==> config.mk <==
export PLATFORM = sky130hd
export DESIGN_NAME = tnts_ctrl
export DESIGN_NICKNAME = d
export VERILOG_FILES = /design/src/hw/rtl/tnts_pkg.sv /design/src/hw/rtl/tnts_ctrl.sv
export SDC_FILE = /design/constraint.sdc
export NUM_CORES = 1
export LEC_CHECK = 0
export ABC_AREA = 1
export BUFFER_PORTS_ARGS = -buffer_cell sky130_fd_sc_hd__buf_2
export CAP_MARGIN = 15
export CORE_ASPECT_RATIO = 0.5
export CORE_MARGIN = 4
export CORE_UTILIZATION = 46
export DETAILED_ROUTE_END_ITERATION = 8
export GPL_TIMING_DRIVEN = 0
export PLACE_DENSITY = 0.76
export SYNTH_ARGS = -nofsm -noshare
export SYNTH_HDL_FRONTEND = slang
export SYNTH_SLANG_ARGS = --single-unit
==> constraint.sdc <==
create_clock -name clk_i -period 1.8 [get_ports clk_i]
set_input_delay 0.27 -clock clk_i [delete_from_list [all_inputs] [get_ports clk_i]]
set_output_delay 0.27 -clock clk_i [all_outputs]
set_load 0.005 [all_outputs]
==> src/hw/rtl/tnts_pkg.sv <==
// Package for the two-node thermal step block: field widths, codes, the
// micro-program of a time step, and the controller/datapath interface types.
// No dependencies.
package tnts_pkg;

  localparam int TEMP_W    = 21;
  localparam int VALVE_W   = 17;
  localparam int PEND_W    = 40;
  localparam int HEAT_W    = 32;
  localparam int DT_W      = 24;
  localparam int SPEED_W   = 16;
  localparam int AMB_W     = 21;
  localparam int COND_W    = 25;
  localparam int INV_W     = 32;
  localparam int CFG_W     = 32;
  localparam int CFG_IDX_W = 3;
  localparam int AIR_W     = 41;
  localparam int WORD_W    = 64;
  localparam int HALF_W    = 32;
  localparam int ACC_W     = 128;
  localparam int SHIFT_W   = 6;
  localparam int PHASE_W   = 4;
  localparam int CMD_W     = 2;

  // input beat layout
  localparam int HEAT_LSB  = 0;
  localparam int DT_LSB    = HEAT_LSB + HEAT_W;
  localparam int SPEED_LSB = DT_LSB + DT_W;
  localparam int S_DATA_W  = ((SPEED_LSB + SPEED_W + 7) / 8) * 8;

  // output beat layout
  localparam int TB_LSB    = 0;
  localparam int TO_LSB    = TB_LSB + TEMP_W;
  localparam int VC_LSB    = TO_LSB + TEMP_W;
  localparam int VO_LSB    = VC_LSB + VALVE_W;
  localparam int OUT_BITS  = VO_LSB + VALVE_W;
  localparam int M_DATA_W  = ((OUT_BITS + 7) / 8) * 8;

  localparam logic [TEMP_W-1:0]  TEMP_MAX  = '1;
  localparam logic [VALVE_W-1:0] FULL_OPEN = VALVE_W'(65536);
  localparam logic [WORD_W-1:0]  SAT_LIM   = 64'h3FFF_FFFF_FFFF_FFFF;
  localparam logic [AIR_W-1:0]   AIR_ONE   = AIR_W'(1) << 24;

  localparam int DEF_COOLANT_OPEN_TEMP  = 371866;
  localparam int DEF_COOLANT_FULL_TEMP  = 382106;
  localparam int DEF_OIL_OPEN_TEMP      = 392346;
  localparam int DEF_OIL_FULL_TEMP      = 402586;
  localparam int DEF_INITIAL_BLOCK_TEMP = 300186;
  localparam int DEF_INITIAL_OIL_TEMP   = 300186;

  localparam logic [PHASE_W-1:0] MUL_LAST = PHASE_W'(6);
  localparam logic [PHASE_W-1:0] DIV_LAST = PHASE_W'(2);

  typedef enum logic [CMD_W-1:0] {
    CMD_ADD_BLOCK = 2'd0,
    CMD_ADD_OIL   = 2'd1,
    CMD_STEP      = 2'd2,
    CMD_RESTART   = 2'd3
  } cmd_e;

  typedef enum logic [CFG_IDX_W-1:0] {
    CFG_AMBIENT     = 3'd0,
    CFG_BLOCK_OIL_G = 3'd1,
    CFG_RADIATOR_G  = 3'd2,
    CFG_OIL_AMB_G   = 3'd3,
    CFG_COOLER_G    = 3'd4,
    CFG_SPEED_GAIN  = 3'd5,
    CFG_BLOCK_INV   = 3'd6,
    CFG_OIL_INV     = 3'd7
  } cfg_idx_e;

  typedef struct packed {
    logic [AMB_W-1:0]  ambient;
    logic [COND_W-1:0] block_oil_g;
    logic [COND_W-1:0] radiator_g;
    logic [COND_W-1:0] oil_amb_g;
    logic [COND_W-1:0] cooler_g;
    logic [COND_W-1:0] speed_gain;
    logic [INV_W-1:0]  block_inv;
    logic [INV_W-1:0]  oil_inv;
  } cfg_t;

  typedef enum logic [3:0] {
    SEL_SPEED, SEL_DTBO, SEL_DTRAD, SEL_DTOA, SEL_T,
    SEL_B2O, SEL_RAD, SEL_O2A, SEL_COOL, SEL_PB, SEL_PO
  } sel_e;

  typedef enum logic [3:0] {
    OPB_GAIN, OPB_GBO, OPB_GRAD, OPB_GOA, OPB_GCOOL,
    OPB_VC, OPB_VO, OPB_AIR, OPB_DT, OPB_INVB, OPB_INVO
  } opb_e;

  typedef enum logic [2:0] {
    UOP_MUL, UOP_ADD, UOP_SUB, UOP_UPD, UOP_DIV
  } uop_kind_e;

  typedef enum logic [3:0] {
    DST_AIR, DST_B2O, DST_RAD, DST_O2A, DST_COOL, DST_T, DST_VC, DST_VO, DST_TEMPS
  } dst_e;

  typedef struct packed {
    uop_kind_e           kind;
    sel_e                a;
    sel_e                c;
    opb_e                b;
    logic [SHIFT_W-1:0]  shift;
    dst_e                dst;
  } uop_t;

  localparam int PROG_LEN = 21;
  localparam int PC_W     = $clog2(PROG_LEN);

  localparam uop_t PROG [PROG_LEN] = '{
    '{UOP_MUL, SEL_SPEED, SEL_SPEED, OPB_GAIN,  6'd0,  DST_AIR},
    '{UOP_MUL, SEL_DTBO,  SEL_DTBO,  OPB_GBO,   6'd0,  DST_B2O},
    '{UOP_MUL, SEL_DTRAD, SEL_DTRAD, OPB_GRAD,  6'd0,  DST_T},
    '{UOP_MUL, SEL_T,     SEL_T,     OPB_VC,    6'd16, DST_T},
    '{UOP_MUL, SEL_T,     SEL_T,     OPB_AIR,   6'd24, DST_RAD},
    '{UOP_MUL, SEL_DTOA,  SEL_DTOA,  OPB_GOA,   6'd0,  DST_O2A},
    '{UOP_MUL, SEL_DTOA,  SEL_DTOA,  OPB_GCOOL, 6'd0,  DST_T},
    '{UOP_MUL, SEL_T,     SEL_T,     OPB_VO,    6'd16, DST_T},
    '{UOP_MUL, SEL_T,     SEL_T,     OPB_AIR,   6'd24, DST_COOL},
    '{UOP_ADD, SEL_B2O,   SEL_RAD,   OPB_GAIN,  6'd0,  DST_RAD},
    '{UOP_ADD, SEL_O2A,   SEL_COOL,  OPB_GAIN,  6'd0,  DST_COOL},
    '{UOP_SUB, SEL_COOL,  SEL_B2O,   OPB_GAIN,  6'd0,  DST_COOL},
    '{UOP_MUL, SEL_RAD,   SEL_RAD,   OPB_DT,    6'd34, DST_RAD},
    '{UOP_MUL, SEL_COOL,  SEL_COOL,  OPB_DT,    6'd34, DST_COOL},
    '{UOP_SUB, SEL_PB,    SEL_RAD,   OPB_GAIN,  6'd0,  DST_RAD},
    '{UOP_SUB, SEL_PO,    SEL_COOL,  OPB_GAIN,  6'd0,  DST_COOL},
    '{UOP_MUL, SEL_RAD,   SEL_RAD,   OPB_INVB,  6'd30, DST_RAD},
    '{UOP_MUL, SEL_COOL,  SEL_COOL,  OPB_INVO,  6'd30, DST_COOL},
    '{UOP_UPD, SEL_RAD,   SEL_COOL,  OPB_GAIN,  6'd0,  DST_TEMPS},
    '{UOP_DIV, SEL_T,     SEL_T,     OPB_GAIN,  6'd0,  DST_VC},
    '{UOP_DIV, SEL_T,     SEL_T,     OPB_GAIN,  6'd0,  DST_VO}
  };

  typedef enum logic [2:0] {
    DP_NOP, DP_CAPTURE, DP_HEAT_B, DP_HEAT_O, DP_RESTART, DP_UOP, DP_OUT_LOAD
  } dp_op_e;

  typedef struct packed {
    dp_op_e              op;
    uop_t                uop;
    logic [PHASE_W-1:0]  phase;
  } dp_cmd_t;

  typedef struct packed {
    cmd_e cmd;
    logic dt_zero;
  } dp_stat_t;

  typedef enum logic [1:0] {
    ST_IDLE, ST_DECODE, ST_RUN, ST_FINISH
  } ctrl_state_e;

endpackage

==> src/hw/rtl/tnts_ctrl.sv <==
// Controller of the thermal step block: beat handshakes, command decode and
// the micro-program sequencer of a time step.
// Depends on tnts_pkg; drives tnts_dp.
module tnts_ctrl (
  input  logic                clk_i,
  input  logic                rst_ni,
  input  logic                s_valid_i,
  output logic                s_ready_o,
  output logic                m_valid_o,
  input  logic                m_ready_i,
  input  tnts_pkg::dp_stat_t  stat_i,
  output tnts_pkg::dp_cmd_t   cmd_o
);
  import tnts_pkg::*;

  ctrl_state_e        state_q, state_d;
  logic [PC_W-1:0]    pc_q, pc_d;
  logic [PHASE_W-1:0] phase_q, phase_d;
  logic               m_valid_q, m_valid_d;
  logic [PHASE_W-1:0] last_phase;

  always_ff @(posedge clk_i or negedge rst_ni) begin
    if (!rst_ni) begin
      state_q   <= ST_IDLE;
      pc_q      <= '0;
      phase_q   <= '0;
      m_valid_q <= 1'b0;
    end else begin
      state_q   <= state_d;
      pc_q      <= pc_d;
      phase_q   <= phase_d;
      m_valid_q <= m_valid_d;
    end
  end

  always_comb begin
    case (PROG[pc_q].kind)
      UOP_MUL: last_phase = MUL_LAST;
      UOP_DIV: last_phase = DIV_LAST;
      default: last_phase = '0;
    endcase
  end

  always_comb begin
    state_d     = state_q;
    pc_d        = pc_q;
    phase_d     = phase_q;
    m_valid_d   = m_valid_q && !m_ready_i;
    s_ready_o   = (state_q == ST_IDLE);
    cmd_o.op    = DP_NOP;
    cmd_o.uop   = PROG[pc_q];
    cmd_o.phase = phase_q;
    case (state_q)
      ST_IDLE: begin
        if (s_valid_i) begin
          cmd_o.op = DP_CAPTURE;
          state_d  = ST_DECODE;
        end
      end
      ST_DECODE: begin
        pc_d    = '0;
        phase_d = '0;
        state_d = ST_FINISH;
        case (stat_i.cmd)
          CMD_ADD_BLOCK: cmd_o.op = DP_HEAT_B;
          CMD_ADD_OIL:   cmd_o.op = DP_HEAT_O;
          CMD_RESTART:   cmd_o.op = DP_RESTART;
          CMD_STEP:      if (!stat_i.dt_zero) state_d = ST_RUN;
          default: ;
        endcase
      end
      ST_RUN: begin
        cmd_o.op = DP_UOP;
        if (phase_q == last_phase) begin
          phase_d = '0;
          if (pc_q == PC_W'(PROG_LEN - 1)) begin
            state_d = ST_FINISH;
          end else begin
            pc_d = pc_q + PC_W'(1);
          end
        end else begin
          phase_d = phase_q + PHASE_W'(1);
        end
      end
      ST_FINISH: begin
        if (!m_valid_q || m_ready_i) begin
          cmd_o.op  = DP_OUT_LOAD;
          m_valid_d = 1'b1;
          state_d   = ST_IDLE;
        end
      end
      default: state_d = ST_IDLE;
    endcase
  end

  assign m_valid_o = m_valid_q;

endmodule

# After elaboration in Yosys (flattened, before gate mapping)
# Memory sizes are Yosys's and may differ from the RTL's.
# Cells that the tools add are included.
[totals] register_bits=12 rom_bits=800 output_inout_bits=34 wordCells=54 memories=1
[classes] addsub=2 n_lt_le_gt_ge=1 eq_ne=14 mux=21 n_bitwise=1 n_reduce_logical=10
[memory_table] name="(no name shown)" words=32 width=25 read_ports=1 rd_ports_with_merged_regs=0 wr=0 line_no="tnts_ctrl.sv:51" source="cmd_o.uop = PROG[pc_q];"
[ops] operator="2-to-1 mux 25 bit" count=2
[ops] operator="case mux 3 bit (4 select lines)" count=1
[ops] operator="2-to-1 mux 5 bit" count=2
[ops] operator="inequality test 2 bit (second input constant)" count=5
[ops] operator="case mux 5 bit (2 select lines)" count=1
[ops] operator="case mux 3 bit (3 select lines)" count=1
[ops] operator="== test 2 bit (second input constant)" count=4
[ops] operator="2-to-1 mux 2 bit" count=4
[ops] operator="case mux 2 bit (4 select lines)" count=1
[ops] operator="case mux 4 bit (2 select lines)" count=1
[ops] operator=">= comparator 6 bit (second input constant)" count=1
[ops] operator="inverter 5 -> 6 bit" count=1
[ops] operator="case mux 3 bit (2 select lines)" count=1
[ops] operator="adder 5 x 1 -> 5 bit (second input constant)" count=1
[ops] operator="== test 5 bit (second input constant)" count=1
[ops] operator="2-to-1 mux 1 bit" count=5
[ops] operator="adder 4 x 1 -> 4 bit (second input constant)" count=1
[ops] operator="== test 2 x 1 -> 1 bit (second input constant)" count=2
[ops] operator="== test 4 bit" count=1
[ops] operator="zero test 2 bit" count=2
[ops] operator="2-to-1 mux 4 bit" count=1
[ops] operator="AND reduction 4 bit" count=1
[ops] operator="== test 3 bit (second input constant)" count=1
[ops] operator="zero test 3 bit" count=1
[ops] operator="6 further kinds" count=7

# Logic depth before layout (Yosys ltp)
[depth] word_depth=9 ltp_mapped=13 depth_no_buf=13

# Worst setup path before layout
# Ideal clock, no wire load.
[synth_timing] path_kind="register -> register" from="reg pc_q[0]" to="reg state_q[1]" arrival_ps=1696 required_time_ps=1683 path_slack_ps=-13 stages_incl_launch_ff=13 path_buffers=0 synth_period_minus_slack_ps=1813 path_cell_list="dfrtp_1 -> ha_1 -> inv_1 -> ha_1 -> or2_2 -> nand3_1 -> nand2_1 -> nand2_1 -> nand2_1 -> nand2_4 -> nand2_1 -> nand2_1 -> nand2_1"
[synth_between] elab_chain_len=9 elab_cells_between_ends=12 classes_between="eq/ne: 5; mux: 3; bitwise: 1; reduce/logical: 2; memory: 1"
[synth_rtl] item="from (decl)" line_no="tnts_ctrl.sv:17" source="logic [PC_W-1:0] pc_q, pc_d;"
[synth_rtl] item="from (signal assigned)" line_no="tnts_ctrl.sv:30" source="pc_q <= pc_d;"
[synth_rtl] item="inverter 5 -> 6 bit (implied by the code)" line_no="tnts_ctrl.sv:37" source="case (PROG[pc_q].kind)"
[synth_rtl] item="memory read (32 x 25 bit)"
[synth_rtl] item="2-to-1 mux 25 bit (2 in series)"
[synth_rtl] item="== test 3 bit or zero test 3 bit (tied branches)" line_no="tnts_ctrl.sv:37"
[synth_rtl] item="case mux 3 bit (2 select lines)" line_no="tnts_ctrl.sv:37"
[synth_rtl] item="== test 4 bit" line_no="tnts_ctrl.sv:74" source="if (phase_q == last_phase) begin"
[synth_rtl] item="inequality test 2 bit (no line)"
[synth_rtl] item="AND reduction 4 bit (no line) (*)"
[synth_rtl] item="to (signal assigned)" line_no="tnts_ctrl.sv:29" source="state_q <= state_d;"
[synth_rtl] item="to (decl)" line_no="tnts_ctrl.sv:16" source="ctrl_state_e state_q, state_d;"
# Mark *: on every way between the ends. The rest lies on a longest branch, timed or not. The select of a mux whose other input is x is not followed.
# A chain may end at the register's enable or synchronous reset.

==> reports/metrics.cfg <==
[pwr]
seq_power_share_pct = 26.1
ir_drop_v = 0.000871
power_leakage_uw = 0.00110
internal-power_uw = 829
pwr-share-comb_pct = 56.5
power_frac_clock_pct = 17.3
switchingPower_uw = 617
swShare_pct = 42.7
pwr_density_cell_mw_per_mm2 = 725

[timing]
fin_skew_ps = 7.49
clock.fmax_mhz = 527
setup_ws_ps = -98.1
fin_crit_sh_pct = 105
rsz0062_at_grt = true
fin_tns_setup_ps = -1310
min_period_ps = 1900
setup_viol = 20
drv_slew = 0
report.final.hold_viol_count = 0

[die]
core_mm2 = 0.00264
initial_core_util_pct = 49.0
die_y_um = 45.4
die-area_mm2 = 0.00377
dieWidth_um = 82.9
boundaryPins = 41
rows = 13

[clock_tree]
htree_levels = 1
clkSinkCount = 12
cts_tree = done
numCtsBuffers = 3
clock_path_buffers = 2
cts.reportedPaths.clkPinSlew_ps = 50
cts_root_buf = clkbuf_8
clk-insertion-delay-late_ps = 240

[yosys]
yosys_register_bits = 12
synth_edf_count = 0
yosys_warnings = 0
synth-async-reset-ratio_pct = 100
ys_seq_area_share_pct = 23.3
postSynthCellCount = 209
syn-num-nets = 228
synthesis.area_mm2 = 0.00129
synth_flop_cell = dfrtp_1
synth.distinct_cells = 28
avgSynthCellArea_um2 = 6.17

[detailed_routing]
routed_via_density = 5.47
dr_total_vias = 1674
wl_per_cell_um = 14.7
drt_pre_antenna_iters = 4
ant_nets = 0
remaining_drc_errors = 0
drt_iter0_markers = 116
routed_wirelength_mm = 4.49

[setup_path]
crit_path_start_kind = flop
crit_type = reg -> out
endpoint_kind = output port
crit_top_cell = inv_2
cp.arrival_ps = 1630
path_delay_family = flip-flops
path_cells = inv_4, ha_4, inv_2, nor2_4, nor2_2, inv_2, o211ai_1, buf_2
crit_fanout = 5
critPathSlowestCell = dfrtp_2
cp.required_ps = 1530
critPathMaxStageDelay_ps = 470
cp.buffers_inverters = 4

[grt]
met3_usage_pct = 4.87
grt_usage_pct = 21.3
busiest_layer = met2
grt_max_degree = 13
grt_overflow_total = 0
use_met1_pct = 23.6
antenna_found_initial = 0
grt_pass1_wl_mm = 6.51
grt_pass1_vias = 1553
use_met2_pct = 41.9

[cells_and_area]
nets = 289
antenna_cells = 0
area_growth_pct = 54.6
drive_gt1_share_pct = 46.8
final_cells = 306

[worst_hold_path]
hold_class = in -> reg

[outcome]
violations = setup timing
status = finished with violations

[job]
maxCapViolCount = 0

[place]
gp_congestion = 0.935
io_buffers = 39
hpwl_mm = 2.83
dp.cells = 285

-- final timing paths --
kind	from	end	slack [ps]	depth (start not counted)
worst max-delay path	pc_q[1]$_DFFE_PN0P_	cmd_o[5]	-100	8
worst min-delay path	m_ready_i	m_valid_o$_DFF_PN0_	320	4
worst max register to register	pc_q[1]$_DFFE_PN0P_	phase_q[3]$_DFFE_PN0P_	-100	12
worst min register to register	m_valid_o$_DFF_PN0_	m_valid_o$_DFF_PN0_	510	2
max in group asynchronous	rst_ni	pc_q[2]$_DFFE_PN0P_	1130	2
min in group asynchronous	rst_ni	phase_q[2]$_DFFE_PN0P_	440	2
-- registers in the layout, indices dropped and copies added, names as in the netlist --
signal,flops
pc_q,5
phase_q,4
state_q,2
m_valid_o,1
-- through the flow --
step / area, um2 / utilization (%) / setup slack (ps) / power, uW / hold WS, ps
4_1_cts: 1770 / 67.0 / -36.7 / 1380 / 308
6_report: 1990 / 75.7 / -98.1 / 1450 / 315
5_1_grt: 1990 / 75.7 / -180 / 1580 / 335
3_3_place_gp: 1540 / 58.3 / -146 / 1040 / 164
3_5_place_dp: 1540 / 58.3 / -184 / 1060 / 162
2_1_floorplan: 1290 / - / 31.0 / 857 / -25.6
-- repair_timing --
| action | 4_1_cts | 5_1_grt |
|---|---|---|
| setup buffers | 10 | 6 |
| endpoints found under the setup margin | 29 | 32 |
| hold buffers | 1 | 0 |
| pin swaps | 5 | 17 |
| hold endpoints to repair | 12 | 0 |
| cloned | 0 | 0 |
| gates resized for setup | 31 | 50 |
-- synth_stat cells, types with 2 or more instances --
cell type   n  area (um2)
a21oi_1    10        50.1
a31oi_1     3        18.8
buf_4       2        15.0
clkbuf_1    2        7.51
dfrtp_1    12         300
ha_1       12         150
inv_1      27         101
inv_2       3        11.3
nand2_1    57         214
nand3_1    23         115
nand4_1     3        18.8
nor2_1     27         101
nor2_2      2        12.5
nor3_1      2        10.0
o211ai_1    3        22.5
o21ai_0     6        30.0
o221ai_1    2        17.5
o22ai_1     2        12.5
xor2_1      2        17.5
-- cell type report --
type                    instances  area (um2)
multi-input cells             161        1090
inverters                      30         118
clock buffers                   4        45.0
repair buffers                 56         344
plain buffers                   6        45.0
fillers                       183         641
flip-flops and latches         12         305
well taps                      37        46.3
-- layer usage --
metal,routed length [um],vias up
met1,1770,762
met3,317,23
li1,-,806
met4,165,0
met2,2230,83
met5,0,-
-- power groups by stage --
stage               Combinational [uW]  Clock (uW)  Sequential (uW)
finish                             817         251              378
global route                       914         274              388
CTS                                745         256              378
detailed placement                 676           0              382
global placement                   658           0              379
floorplan                          481           0              376
-- layout by cell type (no fill, tap or decap), types with 2 or more instances in the layout --
cell      instances
o22ai_1           2
nand2_4           3
nand2_2           9
nand3_1          17
nor2_1           13
a21oi_1           8
nand2_1          45
nor3_1            2
ha_4              5
buf_6             5
buf_4            13
o211ai_1          3
nand4_1           3
o21ai_0           4
a31oi_1           3
a21oi_2           2
inv_2            10
clkbuf_8          4
inv_4             2
dfrtp_2           4
nor2_4            5
dfrtp_1           8
inv_1            18
ha_1              6
nand3_2           6
nor2_2           11
xor2_1            2
buf_2            40
-- cells by family after synthesis --
family | after synthesis | share of synthesized area (%)
xor gates and xnor gates | 2 | 1.36
AOI/OAI and AO/OA | 29 | 13.5
DFF | 12 | 23.3
adders and majority gates | 12 | 11.6
and+or+nand+nor | 117 | 38.8
buffers and inverters | 36 | 11.2
other | 1 | 0.291
-- worst register-to-register path, cell delays in order (launching register included) --
cell,delay (ps)
dfrtp_2,470
inv_4,70
ha_4,330
nand2_4,70
nor2_4,130
nor2_4,60
nand3_2,60
nand2_2,70
nor2_4,150
nand2_2,90
nand2_4,90
buf_4,120
a21oi_1,50
Note: power is estimated with default switching activity, not from simulation.
