===== config.mk =====
export PLATFORM = sky130hd
export DESIGN_NAME = tnts_cfg
export DESIGN_NICKNAME = d
export VERILOG_FILES = /design/src/hw/rtl/tnts_pkg.sv /design/src/hw/rtl/tnts_cfg.sv
export SDC_FILE = /design/constraint.sdc
export NUM_CORES = 1
export LEC_CHECK = 0
export BUFFER_PORTS_ARGS = -buffer_cell sky130_fd_sc_hd__buf_2
export CELL_PAD_IN_SITES_DETAIL_PLACEMENT = 1
export CELL_PAD_IN_SITES_GLOBAL_PLACEMENT = 2
export CORE_MARGIN = 8
export CORE_UTILIZATION = 30
export CTS_BUF_LIST = sky130_fd_sc_hd__clkbuf_4 sky130_fd_sc_hd__clkbuf_8
export DETAILED_ROUTE_END_ITERATION = 16
export PLACE_DENSITY = 0.77
export SLEW_MARGIN = 10
export SYNTH_ARGS = -nofsm -noshare
export SYNTH_HDL_FRONTEND = slang
export SYNTH_SLANG_ARGS = --single-unit

===== constraint.sdc =====
create_clock -name clk_i -period 1 [get_ports clk_i]
set_input_delay 0.1 -clock clk_i [delete_from_list [all_inputs] [get_ports clk_i]]
set_output_delay 0.1 -clock clk_i [all_outputs]
set_load 0.02 [all_outputs]

===== src/hw/rtl/tnts_pkg.sv =====
// Package for the two-node thermal step block: field widths, codes, the
// micro-program of a time step, and the controller/datapath interface types.
// No dependencies.
package tnts_pkg;

  localparam int TEMP_W    = 21;
  localparam int VALVE_W   = 17;
  localparam int PEND_W    = 40;
  localparam int HEAT_W    = 32;
  localparam int DT_W      = 24;
  localparam int SPEED_W   = 16;
  localparam int AMB_W     = 21;
  localparam int COND_W    = 25;
  localparam int INV_W     = 32;
  localparam int CFG_W     = 32;
  localparam int CFG_IDX_W = 3;
  localparam int AIR_W     = 41;
  localparam int WORD_W    = 64;
  localparam int HALF_W    = 32;
  localparam int ACC_W     = 128;
  localparam int SHIFT_W   = 6;
  localparam int PHASE_W   = 4;
  localparam int CMD_W     = 2;

  // input beat layout
  localparam int HEAT_LSB  = 0;
  localparam int DT_LSB    = HEAT_LSB + HEAT_W;
  localparam int SPEED_LSB = DT_LSB + DT_W;
  localparam int S_DATA_W  = ((SPEED_LSB + SPEED_W + 7) / 8) * 8;

  // output beat layout
  localparam int TB_LSB    = 0;
  localparam int TO_LSB    = TB_LSB + TEMP_W;
  localparam int VC_LSB    = TO_LSB + TEMP_W;
  localparam int VO_LSB    = VC_LSB + VALVE_W;
  localparam int OUT_BITS  = VO_LSB + VALVE_W;
  localparam int M_DATA_W  = ((OUT_BITS + 7) / 8) * 8;

  localparam logic [TEMP_W-1:0]  TEMP_MAX  = '1;
  localparam logic [VALVE_W-1:0] FULL_OPEN = VALVE_W'(65536);
  localparam logic [WORD_W-1:0]  SAT_LIM   = 64'h3FFF_FFFF_FFFF_FFFF;
  localparam logic [AIR_W-1:0]   AIR_ONE   = AIR_W'(1) << 24;

  localparam int DEF_COOLANT_OPEN_TEMP  = 371866;
  localparam int DEF_COOLANT_FULL_TEMP  = 382106;
  localparam int DEF_OIL_OPEN_TEMP      = 392346;
  localparam int DEF_OIL_FULL_TEMP      = 402586;
  localparam int DEF_INITIAL_BLOCK_TEMP = 300186;
  localparam int DEF_INITIAL_OIL_TEMP   = 300186;

  localparam logic [PHASE_W-1:0] MUL_LAST = PHASE_W'(6);
  localparam logic [PHASE_W-1:0] DIV_LAST = PHASE_W'(2);

  typedef enum logic [CMD_W-1:0] {
    CMD_ADD_BLOCK = 2'd0,
    CMD_ADD_OIL   = 2'd1,
    CMD_STEP      = 2'd2,
    CMD_RESTART   = 2'd3
  } cmd_e;

  typedef enum logic [CFG_IDX_W-1:0] {
    CFG_AMBIENT     = 3'd0,
    CFG_BLOCK_OIL_G = 3'd1,
    CFG_RADIATOR_G  = 3'd2,
    CFG_OIL_AMB_G   = 3'd3,
    CFG_COOLER_G    = 3'd4,
    CFG_SPEED_GAIN  = 3'd5,
    CFG_BLOCK_INV   = 3'd6,
    CFG_OIL_INV     = 3'd7
  } cfg_idx_e;

  typedef struct packed {
    logic [AMB_W-1:0]  ambient;
    logic [COND_W-1:0] block_oil_g;
    logic [COND_W-1:0] radiator_g;
    logic [COND_W-1:0] oil_amb_g;
    logic [COND_W-1:0] cooler_g;
    logic [COND_W-1:0] speed_gain;
    logic [INV_W-1:0]  block_inv;
    logic [INV_W-1:0]  oil_inv;
  } cfg_t;

  typedef enum logic [3:0] {
    SEL_SPEED, SEL_DTBO, SEL_DTRAD, SEL_DTOA, SEL_T,
    SEL_B2O, SEL_RAD, SEL_O2A, SEL_COOL, SEL_PB, SEL_PO
  } sel_e;

  typedef enum logic [3:0] {
    OPB_GAIN, OPB_GBO, OPB_GRAD, OPB_GOA, OPB_GCOOL,
    OPB_VC, OPB_VO, OPB_AIR, OPB_DT, OPB_INVB, OPB_INVO
  } opb_e;

  typedef enum logic [2:0] {
    UOP_MUL, UOP_ADD, UOP_SUB, UOP_UPD, UOP_DIV
  } uop_kind_e;

  typedef enum logic [3:0] {
    DST_AIR, DST_B2O, DST_RAD, DST_O2A, DST_COOL, DST_T, DST_VC, DST_VO, DST_TEMPS
  } dst_e;

  typedef struct packed {
    uop_kind_e           kind;
    sel_e                a;
    sel_e                c;
    opb_e                b;
    logic [SHIFT_W-1:0]  shift;
    dst_e                dst;
  } uop_t;

  localparam int PROG_LEN = 21;
  localparam int PC_W     = $clog2(PROG_LEN);

  localparam uop_t PROG [PROG_LEN] = '{
    '{UOP_MUL, SEL_SPEED, SEL_SPEED, OPB_GAIN,  6'd0,  DST_AIR},
    '{UOP_MUL, SEL_DTBO,  SEL_DTBO,  OPB_GBO,   6'd0,  DST_B2O},
    '{UOP_MUL, SEL_DTRAD, SEL_DTRAD, OPB_GRAD,  6'd0,  DST_T},
    '{UOP_MUL, SEL_T,     SEL_T,     OPB_VC,    6'd16, DST_T},
    '{UOP_MUL, SEL_T,     SEL_T,     OPB_AIR,   6'd24, DST_RAD},
    '{UOP_MUL, SEL_DTOA,  SEL_DTOA,  OPB_GOA,   6'd0,  DST_O2A},
    '{UOP_MUL, SEL_DTOA,  SEL_DTOA,  OPB_GCOOL, 6'd0,  DST_T},
    '{UOP_MUL, SEL_T,     SEL_T,     OPB_VO,    6'd16, DST_T},
    '{UOP_MUL, SEL_T,     SEL_T,     OPB_AIR,   6'd24, DST_COOL},
    '{UOP_ADD, SEL_B2O,   SEL_RAD,   OPB_GAIN,  6'd0,  DST_RAD},
    '{UOP_ADD, SEL_O2A,   SEL_COOL,  OPB_GAIN,  6'd0,  DST_COOL},
    '{UOP_SUB, SEL_COOL,  SEL_B2O,   OPB_GAIN,  6'd0,  DST_COOL},
    '{UOP_MUL, SEL_RAD,   SEL_RAD,   OPB_DT,    6'd34, DST_RAD},
    '{UOP_MUL, SEL_COOL,  SEL_COOL,  OPB_DT,    6'd34, DST_COOL},
    '{UOP_SUB, SEL_PB,    SEL_RAD,   OPB_GAIN,  6'd0,  DST_RAD},
    '{UOP_SUB, SEL_PO,    SEL_COOL,  OPB_GAIN,  6'd0,  DST_COOL},
    '{UOP_MUL, SEL_RAD,   SEL_RAD,   OPB_INVB,  6'd30, DST_RAD},
    '{UOP_MUL, SEL_COOL,  SEL_COOL,  OPB_INVO,  6'd30, DST_COOL},
    '{UOP_UPD, SEL_RAD,   SEL_COOL,  OPB_GAIN,  6'd0,  DST_TEMPS},
    '{UOP_DIV, SEL_T,     SEL_T,     OPB_GAIN,  6'd0,  DST_VC},
    '{UOP_DIV, SEL_T,     SEL_T,     OPB_GAIN,  6'd0,  DST_VO}
  };

  typedef enum logic [2:0] {
    DP_NOP, DP_CAPTURE, DP_HEAT_B, DP_HEAT_O, DP_RESTART, DP_UOP, DP_OUT_LOAD
  } dp_op_e;

  typedef struct packed {
    dp_op_e              op;
    uop_t                uop;
    logic [PHASE_W-1:0]  phase;
  } dp_cmd_t;

  typedef struct packed {
    cmd_e cmd;
    logic dt_zero;
  } dp_stat_t;

  typedef enum logic [1:0] {
    ST_IDLE, ST_DECODE, ST_RUN, ST_FINISH
  } ctrl_state_e;

endpackage


===== src/hw/rtl/tnts_cfg.sv =====
// Configuration register bank of the thermal step block.
// Depends on tnts_pkg.
module tnts_cfg (
  input  logic                            clk_i,
  input  logic                            rst_ni,
  input  logic                            we_i,
  input  logic [tnts_pkg::CFG_IDX_W-1:0]  idx_i,
  input  logic [tnts_pkg::CFG_W-1:0]      data_i,
  output tnts_pkg::cfg_t                  cfg_o
);
  import tnts_pkg::*;

  cfg_t cfg_q;

  always_ff @(posedge clk_i or negedge rst_ni) begin
    if (!rst_ni) begin
      cfg_q.ambient     <= AMB_W'(300186);
      cfg_q.block_oil_g <= COND_W'(25600);
      cfg_q.radiator_g  <= COND_W'(256000);
      cfg_q.oil_amb_g   <= COND_W'(2560);
      cfg_q.cooler_g    <= COND_W'(12800);
      cfg_q.speed_gain  <= COND_W'(3277);
      cfg_q.block_inv   <= INV_W'(214748);
      cfg_q.oil_inv     <= INV_W'(858993);
    end else if (we_i) begin
      case (cfg_idx_e'(idx_i))
        CFG_AMBIENT:     cfg_q.ambient     <= data_i[AMB_W-1:0];
        CFG_BLOCK_OIL_G: cfg_q.block_oil_g <= data_i[COND_W-1:0];
        CFG_RADIATOR_G:  cfg_q.radiator_g  <= data_i[COND_W-1:0];
        CFG_OIL_AMB_G:   cfg_q.oil_amb_g   <= data_i[COND_W-1:0];
        CFG_COOLER_G:    cfg_q.cooler_g    <= data_i[COND_W-1:0];
        CFG_SPEED_GAIN:  cfg_q.speed_gain  <= data_i[COND_W-1:0];
        CFG_BLOCK_INV:   cfg_q.block_inv   <= data_i[INV_W-1:0];
        CFG_OIL_INV:     cfg_q.oil_inv     <= data_i[INV_W-1:0];
        default: ;
      endcase
    end
  end

  assign cfg_o = cfg_q;

endmodule


### Yosys cells after proc, flatten, opt, wreduce, memory -nomap -nowiden

Cells that the tools add are included.

| word-level totals | value |
|---|---|
| register bits | 210 |
| output and inout bits | 210 |
| input port bits | 38 |

| operators by class | value |
|---|---|
| equal/unequal tests | 7 |
| reduce and logical (&&, ||, !) cells | 9 |

Operator list:

| cell | number |
|---|---|
| $reduce_and 2->1 | 8 |
| $eq 3x3->1 const B | 4 |
| $eq 3x2->1 const B | 2 |
| $eq 3x1->1 const B | 1 |
| $logic_not 3->1 | 1 |

### Depth between registers and ports, before layout

Gate-level depths: netlist (run 1).

| depth | value |
|---|---|
| word-level depth | 2 |
| gate-level depth with buffers | 5 |
| depth with buffers taken out | 2 |

### Worst setup path before layout (run 1)

No wires, ideal clock.

| timing | value |
|---|---|
| path type | in2reg |
| from | input idx_i[0] (netlist name) |
| to | register cfg_q (netlist bit cfg_o[194]) |
| cell stages on the path | 4 |
| buffers on the path | 2 |
| setup time | 125 ps |
| setup slack | -234 ps |
| arrival | 1110 ps |
| path through | buf_4 nor4b_4 buf_6 mux2_2 |

| between the ends | value |
|---|---|
| longest elaborated chain between the ends | 2 |

Ends and longest elaborated chain:

| what | line | source |
|---|---|---|
| from (decl) | tnts_cfg.sv:7 | `input logic [tnts_pkg::CFG_IDX_W-1:0] idx_i,` |
| $logic_not 3->1 | tnts_cfg.sv:26 | `case (cfg_idx_e'(idx_i))` |
| $reduce_and 2->1 (no source line) | - |  |
| to (decl) | tnts_cfg.sv:13 | `cfg_t cfg_q;` |

No other way between the ends.
A chain may end at the register's enable or synchronous reset.

### Worst setup path in the final report (run 1)

| timing | value |
|---|---|
| from | register cfg_q (netlist bit cfg_o[4]) |
| to | output cfg_o[4] (netlist name) |

RTL lines:

| what | line | source |
|---|---|---|
| to (decl) | tnts_cfg.sv:9 | `output tnts_pkg::cfg_t cfg_o` |

No word-level cell between the ends.

==> results of run 1 <==
[worst max path at each step]
| stage | endpoint | slack (ns) | depth (start not counted) |
|---|---|---|---|
| 6_report | cfg_o[4] | -0.33 | 1 |
| 5_1_grt | cfg_o[156] | -0.37 | 1 |
| 4_1_cts | cfg_o[156] | -0.37 | 1 |
| 3_5_place_dp | cfg_o[3] | -0.34 | 5 |
| 3_3_place_gp | cfg_o[140] | -0.33 | 4 |
| 2_1_floorplan | cfg_o[168] | -0.19 | 5 |
[per-stage QoR]
| stage | area, sq um | setup WS, ns |
|---|---|---|
| after CTS | 13100 | -0.366 |
| after global placement | 10200 | -0.327 |
| after floorplan | 8430 | -0.186 |
| after detailed placement | 10200 | -0.344 |
| after global routing | 13400 | -0.373 |
| final | 13400 | -0.332 |
[placed cells by master (no fill, tap or decap)]
cell | synthesis | layout
buf_6 | 13 | 217
dfrtp_1 | 160 | 160
mux2_2 | 132 | 118
buf_4 | 2 | 81
mux2_4 | 60 | 74
clkbuf_8 | 0 | 52
dfstp_2 | 50 | 50
buf_2 | 10 | 36
dlygate4sd3_1 | 0 | 34
buf_12 | 0 | 20
mux2_1 | 18 | 18
clkbuf_4 | 0 | 10
clkinv_2 | 0 | 5
and4bb_2 | 0 | 3
nand4b_4 | 3 | 3
bufinv_16 | 0 | 2
nor4b_4 | 1 | 1
nand4_2 | 1 | 1
clkinvlp_4 | 0 | 1
inv_6 | 0 | 1
[area by class of cell]
type                            count  area, sq um
Clock buffer                       61          777
Sequential cell                   210         5320
Timing Repair Buffer              389         3990
Multi-Input combinational cell    218         2790
Fill cell                        2611        13600
Tap cell                          341          427
Clock inverter                      9          101
[kinds of logic (layout without fill, tap and decap cells)]
group | after synthesis | in the layout | share of synthesized area [%]
buffers and inverters | 25 | 459 | 2.56
AND/OR/NAND/NOR | 8 | 8 | 1.76
multiplexers | 210 | 210 | 31.3
flip-flops | 210 | 210 | 64.3
[power groups by stage]
stage | registers (uW) | clock network [uW] | logic [uW]
5_1_grt | 12500 | 9790 | 11800
2_1_floorplan | 14100 | 0 | 2200
6_report | 12300 | 9100 | 11200
3_5_place_dp | 11900 | 0 | 7800
3_3_place_gp | 11800 | 0 | 7680
4_1_cts | 12200 | 9340 | 10700
[what timing repair did]
action                     4_1_cts  5_1_grt
setup buffers                   45       34
hold endpoints to repair       412        0
hold buffers                    34        0
setup endpoints to repair      210      210
gates resized for setup        420        7
[metal layers]
| metal | GRT usage (%) | part of all wire [%] | vias up | wire length (um) |
|---|---|---|---|---|
| li1 | - | - | 2431 | - |
| met2 | 29.4 | 52 | 178 | 14700 |
| met3 | 5.47 | 6.9 | 40 | 1940 |
| met4 | 5.64 | 2.6 | 0 | 743 |
| met5 | 0 | 0 | - | 0 |
| met1 | 18.4 | 38 | 2836 | 10700 |
==> impl_metrics.toml, run 1 <==
[outcome]
status = "finished with violations"
violations = "setup timing"

[clock_tree]
cts.root.buffer_cell = "clkbuf_8"
clock_path_buffers = 3
h-tree-depth = 2
clkSinkCount = 210
cts_made_buffers = 39
clk_latency_ns = 0.50
clkTransAtPathRegs_ns = 0.07
cts_tree = "yes"

[setup_path]
cp.arrival_ns = 1.23
reg2reg_from = "cfg_o[185]"
cp_max_fo = 2
slowest_delay_ns = 0.57
r2r-end = "cfg_o[185]"
end_kind = "primary output"
slowest_stage = "dfstp_2"
cp_data_required_time_ns = 0.90
cp-startpoint = "cfg_o[4]"
crit_chain = "buf_6"
rrSetupSlack_ns = -0.08
critPathKind = "register to primary output"
worstPathBufferInverterCount = 1
critPathLaunchType = "register"
r2r.worst_path.cells = 3
critPathTopFamily = "flip-flops"

[sta]
max_slew_margin_pct = 77.1
slew_violations = 0
hold_slack_ns = 0.214
fmax_mhz = 751
period_needed_ns = 1.33
final.setup.tns_ns = -38.13
period_share_pct = 133
setup_ws_ns = -0.332
rsz0062_at_grt = "true"
tightest_slew_ns = 0.344
setup_viol = 219
finalHoldViolCount = 0
fin_skew_ns = 0

[yosys]
ys_warn_count = 0
ys_ff_latch = 210
ys_types = 12
netlist_instances = 453
ys_seq_area_share_pct = 64.3
synth_most_common_cell = "dfrtp_1"
synth_ff_type = "dfrtp_1"
ys_async_sr_fraction_pct = 100
synth_edf_count = 0
synth_nets = 491
synth_top_cell_area_share_pct = 48.4
synth_common_cells = "160 x dfrtp_1, 132 x mux2_2, 60 x mux2_4, 50 x dfstp_2, 18 x mux2_1"
syn-cell-area_sq_um = 8260
synth.area.top_cells = "dfrtp_1 48%, mux2_2 18%, dfstp_2 16%, mux2_4 11%, mux2_1 2.5%"
synth_top_area_cell = "dfrtp_1"
syn_area_per_cell_sq_um = 18.2

[drt]
num_vias = 5485
first_iter_violations = 155
routedWlPerCell_um = 22.9
dr.pass1.iters = 4
wl_mm = 28.2
ant_nets = 0
drc = 0
vias_per_cell = 4.47

[pwr]
clkPwrFrac_pct = 27.9
ir_worst_vdd_v = 0.00132
p_seq_share_pct = 37.7
p_leak_uw = 0.00628
p_sw_share_pct = 30.9
p_comb_share_pct = 34.4
p_switching_uw = 10100
fin_total_pwr_uw = 32600
power_per_cell_area_nw_per_um2 = 2430
internal_power_uw = 22500

[floorplan]
coreArea_sq_um = 27000
die-area_sq_um = 33100
row_count = 60
fp.dieH_um = 182
die_width_um = 182
start_util_pct = 30.6
io_pins = 248

[grt]
grt_first_pass_wirelength_mm = 42.1
grt_pass1_vias = 6345
antenna_found_initial = 0
grt_max_degree = 59
grtUsageTotal_pct = 16.6
grt_remaining_overflow = 0

[final_layout]
final_cells = 1228
antenna_cells = 0
largest_reg_flops = 210
drive_gt1_share_pct = 76.1
synthToLayoutAreaGrowth_pct = 62.1
fin_util_pct = 49.6
nets = 896

[place]
dpl.cell_count = 1045
dp_hpwl_mm = 17.8
gp_congestion = 0.720
port_buffers = 247

[hold_path]
hold_path.class = "input pin to async pin"

[flow_run]
maxCapViolCount = 0
No activity file was read; power rests on OpenSTA's default activity.
==> run 2, diff against run 1 <==
==> constraint.sdc (replaced) <==
create_clock -name clk_i -period 1.5 [get_ports clk_i]
set_input_delay 0.15 -clock clk_i [delete_from_list [all_inputs] [get_ports clk_i]]
set_output_delay 0.15 -clock clk_i [all_outputs]
set_load 0.02 [all_outputs]
==> impl_metrics.toml, run 2 (synthesis results as in run 1) <==
[setup_path]
end_kind = "primary output"
worstPathBufferInverterCount = 1
critPathTopFamily = "flip-flops"
cp_data_required_time_ns = 1.35
slowest_delay_ns = 0.54
cp.arrival_ns = 1.23
crit_chain = "buf_2"
cp_max_fo = 2
critPathLaunchType = "register"
critPathKind = "register to primary output"
slowest_stage = "dfstp_2"
cp-startpoint = "cfg_o[204]"
reg2reg_from = "cfg_o[30]"

[clock_tree]
cts_resized = 0
clock_path_buffers = 3
clk_latency_ns = 0.51
clkSinkCount = 210
cts_hold_repair.buffers = 26
clkTransAtPathRegs_ns = 0.06
cts.root.buffer_cell = "clkbuf_8"
h-tree-depth = 2
cts_made_buffers = 39
cts_tree = "yes"
post-cts-setup-buffers = 0

[floorplan]
fp.dieH_um = 182
die_width_um = 182
start_util_pct = 30.6
row_count = 60
coreArea_sq_um = 27000
die-area_sq_um = 33100
io_pins = 248

[drt]
drc = 0
routedWlPerCell_um = 21.4
vias_per_cell = 4.51
dr.pass1.iters = 4
wl_mm = 24.3
num_vias = 5120
ant_nets = 0
first_iter_violations = 209

[final_layout]
fillers = 2777
nets = 805
synthToLayoutAreaGrowth_pct = 36.1
antenna_cells = 0
drive_gt1_share_pct = 74.3
regArea_sq_um = 5320
fin_util_pct = 41.6
layout_common_cells = "246 x buf_2, 160 x dfrtp_1, 132 x mux2_2, 60 x mux2_4"
largest_reg_flops = 210
multiInputGateArea_sq_um = 2740
final_common_cell = "buf_2"

[hold_path]
hold_path.class = "input pin to register"
worstHoldStart = "data_i[15]"

[sta]
fmax_mhz = 726
period_share_pct = 91.9
tightest_slew_ns = 0.526
setup_viol = 0
hold_slack_ns = 0.0218
slew_violations = 0
fin_skew_ns = 0
finalHoldViolCount = 0
setup_ws_ns = 0.122
max_slew_margin_pct = 64.9
period_needed_ns = 1.38
final.setup.tns_ns = 0
rsz0062_at_grt = "false"

[grt]
grt_remaining_overflow = 0
grt_first_pass_wirelength_mm = 38.0
grt_max_degree = 53
grt_pass1_vias = 5856
antenna_found_initial = 0
grtUsageTotal_pct = 14.7

[place]
port_buffers = 247
dp_hpwl_mm = 17.9
gp_congestion = 0.704
pre_cts_slack_ns = 0.0865

[pwr]
ir_worst_vdd_v = 0.000813
power_per_cell_area_nw_per_um2 = 1650
fin_total_pwr_uw = 18600
p_leak_uw = 0.00536

[outcome]
status = "finished, final reports clean"

[flow_run]
maxCapViolCount = 0
[run 2: power breakdown]
group / total, uW / internal, uW / switching, uW / leakage (uW)
registers: 7830 / 7140 / 686 / 0.00245
clock network: 5700 / 3380 / 2320 / 0.000445
logic: 5090 / 2110 / 2980 / 0.00247
total: 18600 / 12600 / 5990 / 0.00536
[run 2: final timing paths]
| kind | end | slack (ns) | cells after the start |
|---|---|---|---|
| min | cfg_o[204] | 0.02 | 2 |
| max reg2reg | cfg_o[30] | 0.69 | 1 |
| max in group asynchronous | cfg_o[156] | 0.67 | 3 |
| min in group asynchronous | cfg_o[149] | 0.19 | 2 |
| max | cfg_o[204] | 0.12 | 1 |
| min reg2reg | cfg_o[58] | 0.48 | 1 |
[run 2: routing by layer]
metal	vias up	share of wire, %	track usage (%)
li1	2243	-	-
met5	-	0	0
met4	0	2.1	4.30
met3	41	7.5	5.11
met2	163	50	24.8
met1	2673	40	17.4
[run 2: through the flow]
stage	instances	area [sq um]
after CTS	1136	11200
after global routing	1136	11200
final	1136	11200
after detailed placement	1041	10200
after floorplan	453	8260
after global placement	1041	10200
[run 2: final cells by class]
cell class	instances	area share (%)
flip-flops and latches	210	47.3
multi-input cells	218	24.3
repair buffers	298	17.3
clock buffers	67	7.20
well taps	341	3.79
clock inverters	2	0.145
==> run 3, diff against run 2 <==
--- a/config.mk
+++ b/config.mk
@@ -9,10 +9,10 @@
 export CELL_PAD_IN_SITES_DETAIL_PLACEMENT = 1
 export CELL_PAD_IN_SITES_GLOBAL_PLACEMENT = 2
 export CORE_MARGIN = 8
-export CORE_UTILIZATION = 30
+export CORE_UTILIZATION = 35
 export CTS_BUF_LIST = sky130_fd_sc_hd__clkbuf_4 sky130_fd_sc_hd__clkbuf_8
 export DETAILED_ROUTE_END_ITERATION = 16
-export PLACE_DENSITY = 0.77
+export PLACE_DENSITY = 0.87
 export SLEW_MARGIN = 10
 export SYNTH_ARGS = -nofsm -noshare
 export SYNTH_HDL_FRONTEND = slang
==> impl_metrics.toml, run 3 (synthesis results as in run 1) <==
[clock_tree]
cts.root.buffer_cell = "clkbuf_8"
clk_latency_ns = 0.51
cts_tree = "yes"
clkTransAtPathRegs_ns = 0.06
clkSinkCount = 210
cts_resized = 0
h-tree-depth = 2
cts_made_buffers = 37
clock_path_buffers = 3

[final_layout]
antenna_cells = 0
nets = 810
largest_reg_flops = 210
synthToLayoutAreaGrowth_pct = 35.7
drive_gt1_share_pct = 73.8
multiInputGateArea_sq_um = 2740
fillers = 2366
final_common_cell = "buf_2"
final_area_sq_um = 11200
final_cells = 1118
layout_common_cells = "246 x buf_2, 160 x dfrtp_1, 132 x mux2_2, 60 x mux2_4, 50 x dfstp_2"
fin_util_pct = 48.1
regArea_sq_um = 5320

[pwr]
p_seq_share_pct = 42.1
p_switching_uw = 5970
clkPwrFrac_pct = 30.4
p_leak_uw = 0.00536
p_comb_share_pct = 27.5
p_sw_share_pct = 32.2
ir_worst_vdd_v = 0.000994
power_per_cell_area_nw_per_um2 = 1650
internal_power_uw = 12600
fin_total_pwr_uw = 18600

[drt]
ant_nets = 0
num_vias = 5094
dr.pass1.iters = 4
routedWlPerCell_um = 21.7
drc = 0
wl_mm = 24.3
vias_per_cell = 4.56
first_iter_violations = 173

[hold_path]
hold_path.class = "input pin to register"
hold_depth = 2
min_to = "cfg_o[51]"
worstHoldStart = "data_i[19]"

[setup_path]
slowest_stage = "dfstp_2"
rrSetupSlack_ns = 0.70
critPathLaunchType = "register"
cp.arrival_ns = 1.24
worst-path-stages = 1
worstPathBufferInverterCount = 1
r2r.worst_path.cells = 1
crit_chain = "buf_2"
cp_data_required_time_ns = 1.35
cp_max_fo = 2
slowest_delay_ns = 0.54
critPathTopFamily = "flip-flops"
reg2reg_from = "cfg_o[58]"
critPathKind = "register to primary output"
r2r-end = "cfg_o[58]"
end_kind = "primary output"

[sta]
rsz0062_at_grt = "false"
tightest_slew_ns = 0.508
fin_skew_ns = 0
setup_viol = 0
fmax_mhz = 717
finalHoldViolCount = 0
slew_violations = 0
max_slew_margin_pct = 66.1
final.setup.tns_ns = 0
period_needed_ns = 1.39
period_share_pct = 92.9

[grt]
grtUsageTotal_pct = 16.9
grt_first_pass_wirelength_mm = 37.3
grt_remaining_overflow = 0
grt_pass1_vias = 5840
grt_max_degree = 56
antenna_found_initial = 0

[place]
placed_area_sq_um = 10100
dpl.cell_count = 1021
dp_hpwl_mm = 17.2
gp_congestion = 0.720
port_buffers = 247

[floorplan]
coreArea_sq_um = 23300
die-area_sq_um = 28800
start_util_pct = 35.4
row_count = 56
die_width_um = 170
fp.dieH_um = 170
io_pins = 248

[flow_run]
maxCapViolCount = 0

[outcome]
status = "finished, final reports clean"
run 3: cell types whose count changed in the layout (fill, tap and decap cells not counted):
cell | previous run | this run
buf_12 | 20 | 16
clkbuf_4 | 18 | 16
inv_6 | 0 | 1
clkbuf_8 | 50 | 47
inv_8 | 1 | 0
dlygate4sd3_1 | 26 | 31
bufinv_16 | 0 | 1
buf_4 | 5 | 11
clkinv_2 | 1 | 2
run 3: repair_timing:
item                                   CTS  global route
endpoints found under the hold margin  292             0
setup buffers                            0             0
hold buffers                            31             0
run 3: power by group through the flow:
stage | combinational (uW) | sequential, uW | clock (uW)
global route | 5420 | 7990 | 6080
floorplan | 1400 | 9420 | 0
finish | 5110 | 7810 | 5630
CTS | 5210 | 7820 | 5850
global placement | 5030 | 7830 | 0
detailed placement | 5140 | 7890 | 0
run 3: layout make-up:
type                       count  area share (%)
tap                          319            3.56
clock inverter                 4           0.435
clock buffer                  62            6.72
timing repair buffer         305            17.5
multi-input combinational    218            24.4
sequential                   210            47.4
run 3: routing by layer:
| layer | GRT usage [%] | vias to the layer above | routed length (um) |
|---|---|---|---|
| met5 | 0 | - | 0 |
| met4 | 5.43 | 0 | 527 |
| met3 | 5.42 | 45 | 1850 |
| met2 | 28.3 | 160 | 12200 |
| met1 | 20.2 | 2635 | 9720 |
| li1 | - | 2254 | - |
run 3: per-stage QoR:
step                worst slack (ns)  hold slack [ns]
floorplan                      0.216           -0.146
global placement               0.128            0.173
global route                  0.0550           0.0270
finish                         0.106           0.0269
detailed placement            0.0537            0.170
CTS                           0.0689          0.00490
run 3: worst max path at each step:
stage,startpoint,endpoint
detailed placement,we_i,cfg_o[202]
CTS,cfg_o[98],cfg_o[98]
floorplan,idx_i[0],cfg_o[194]
global route,cfg_o[41],cfg_o[41]
finish,cfg_o[41],cfg_o[41]
global placement,we_i,cfg_o[206]
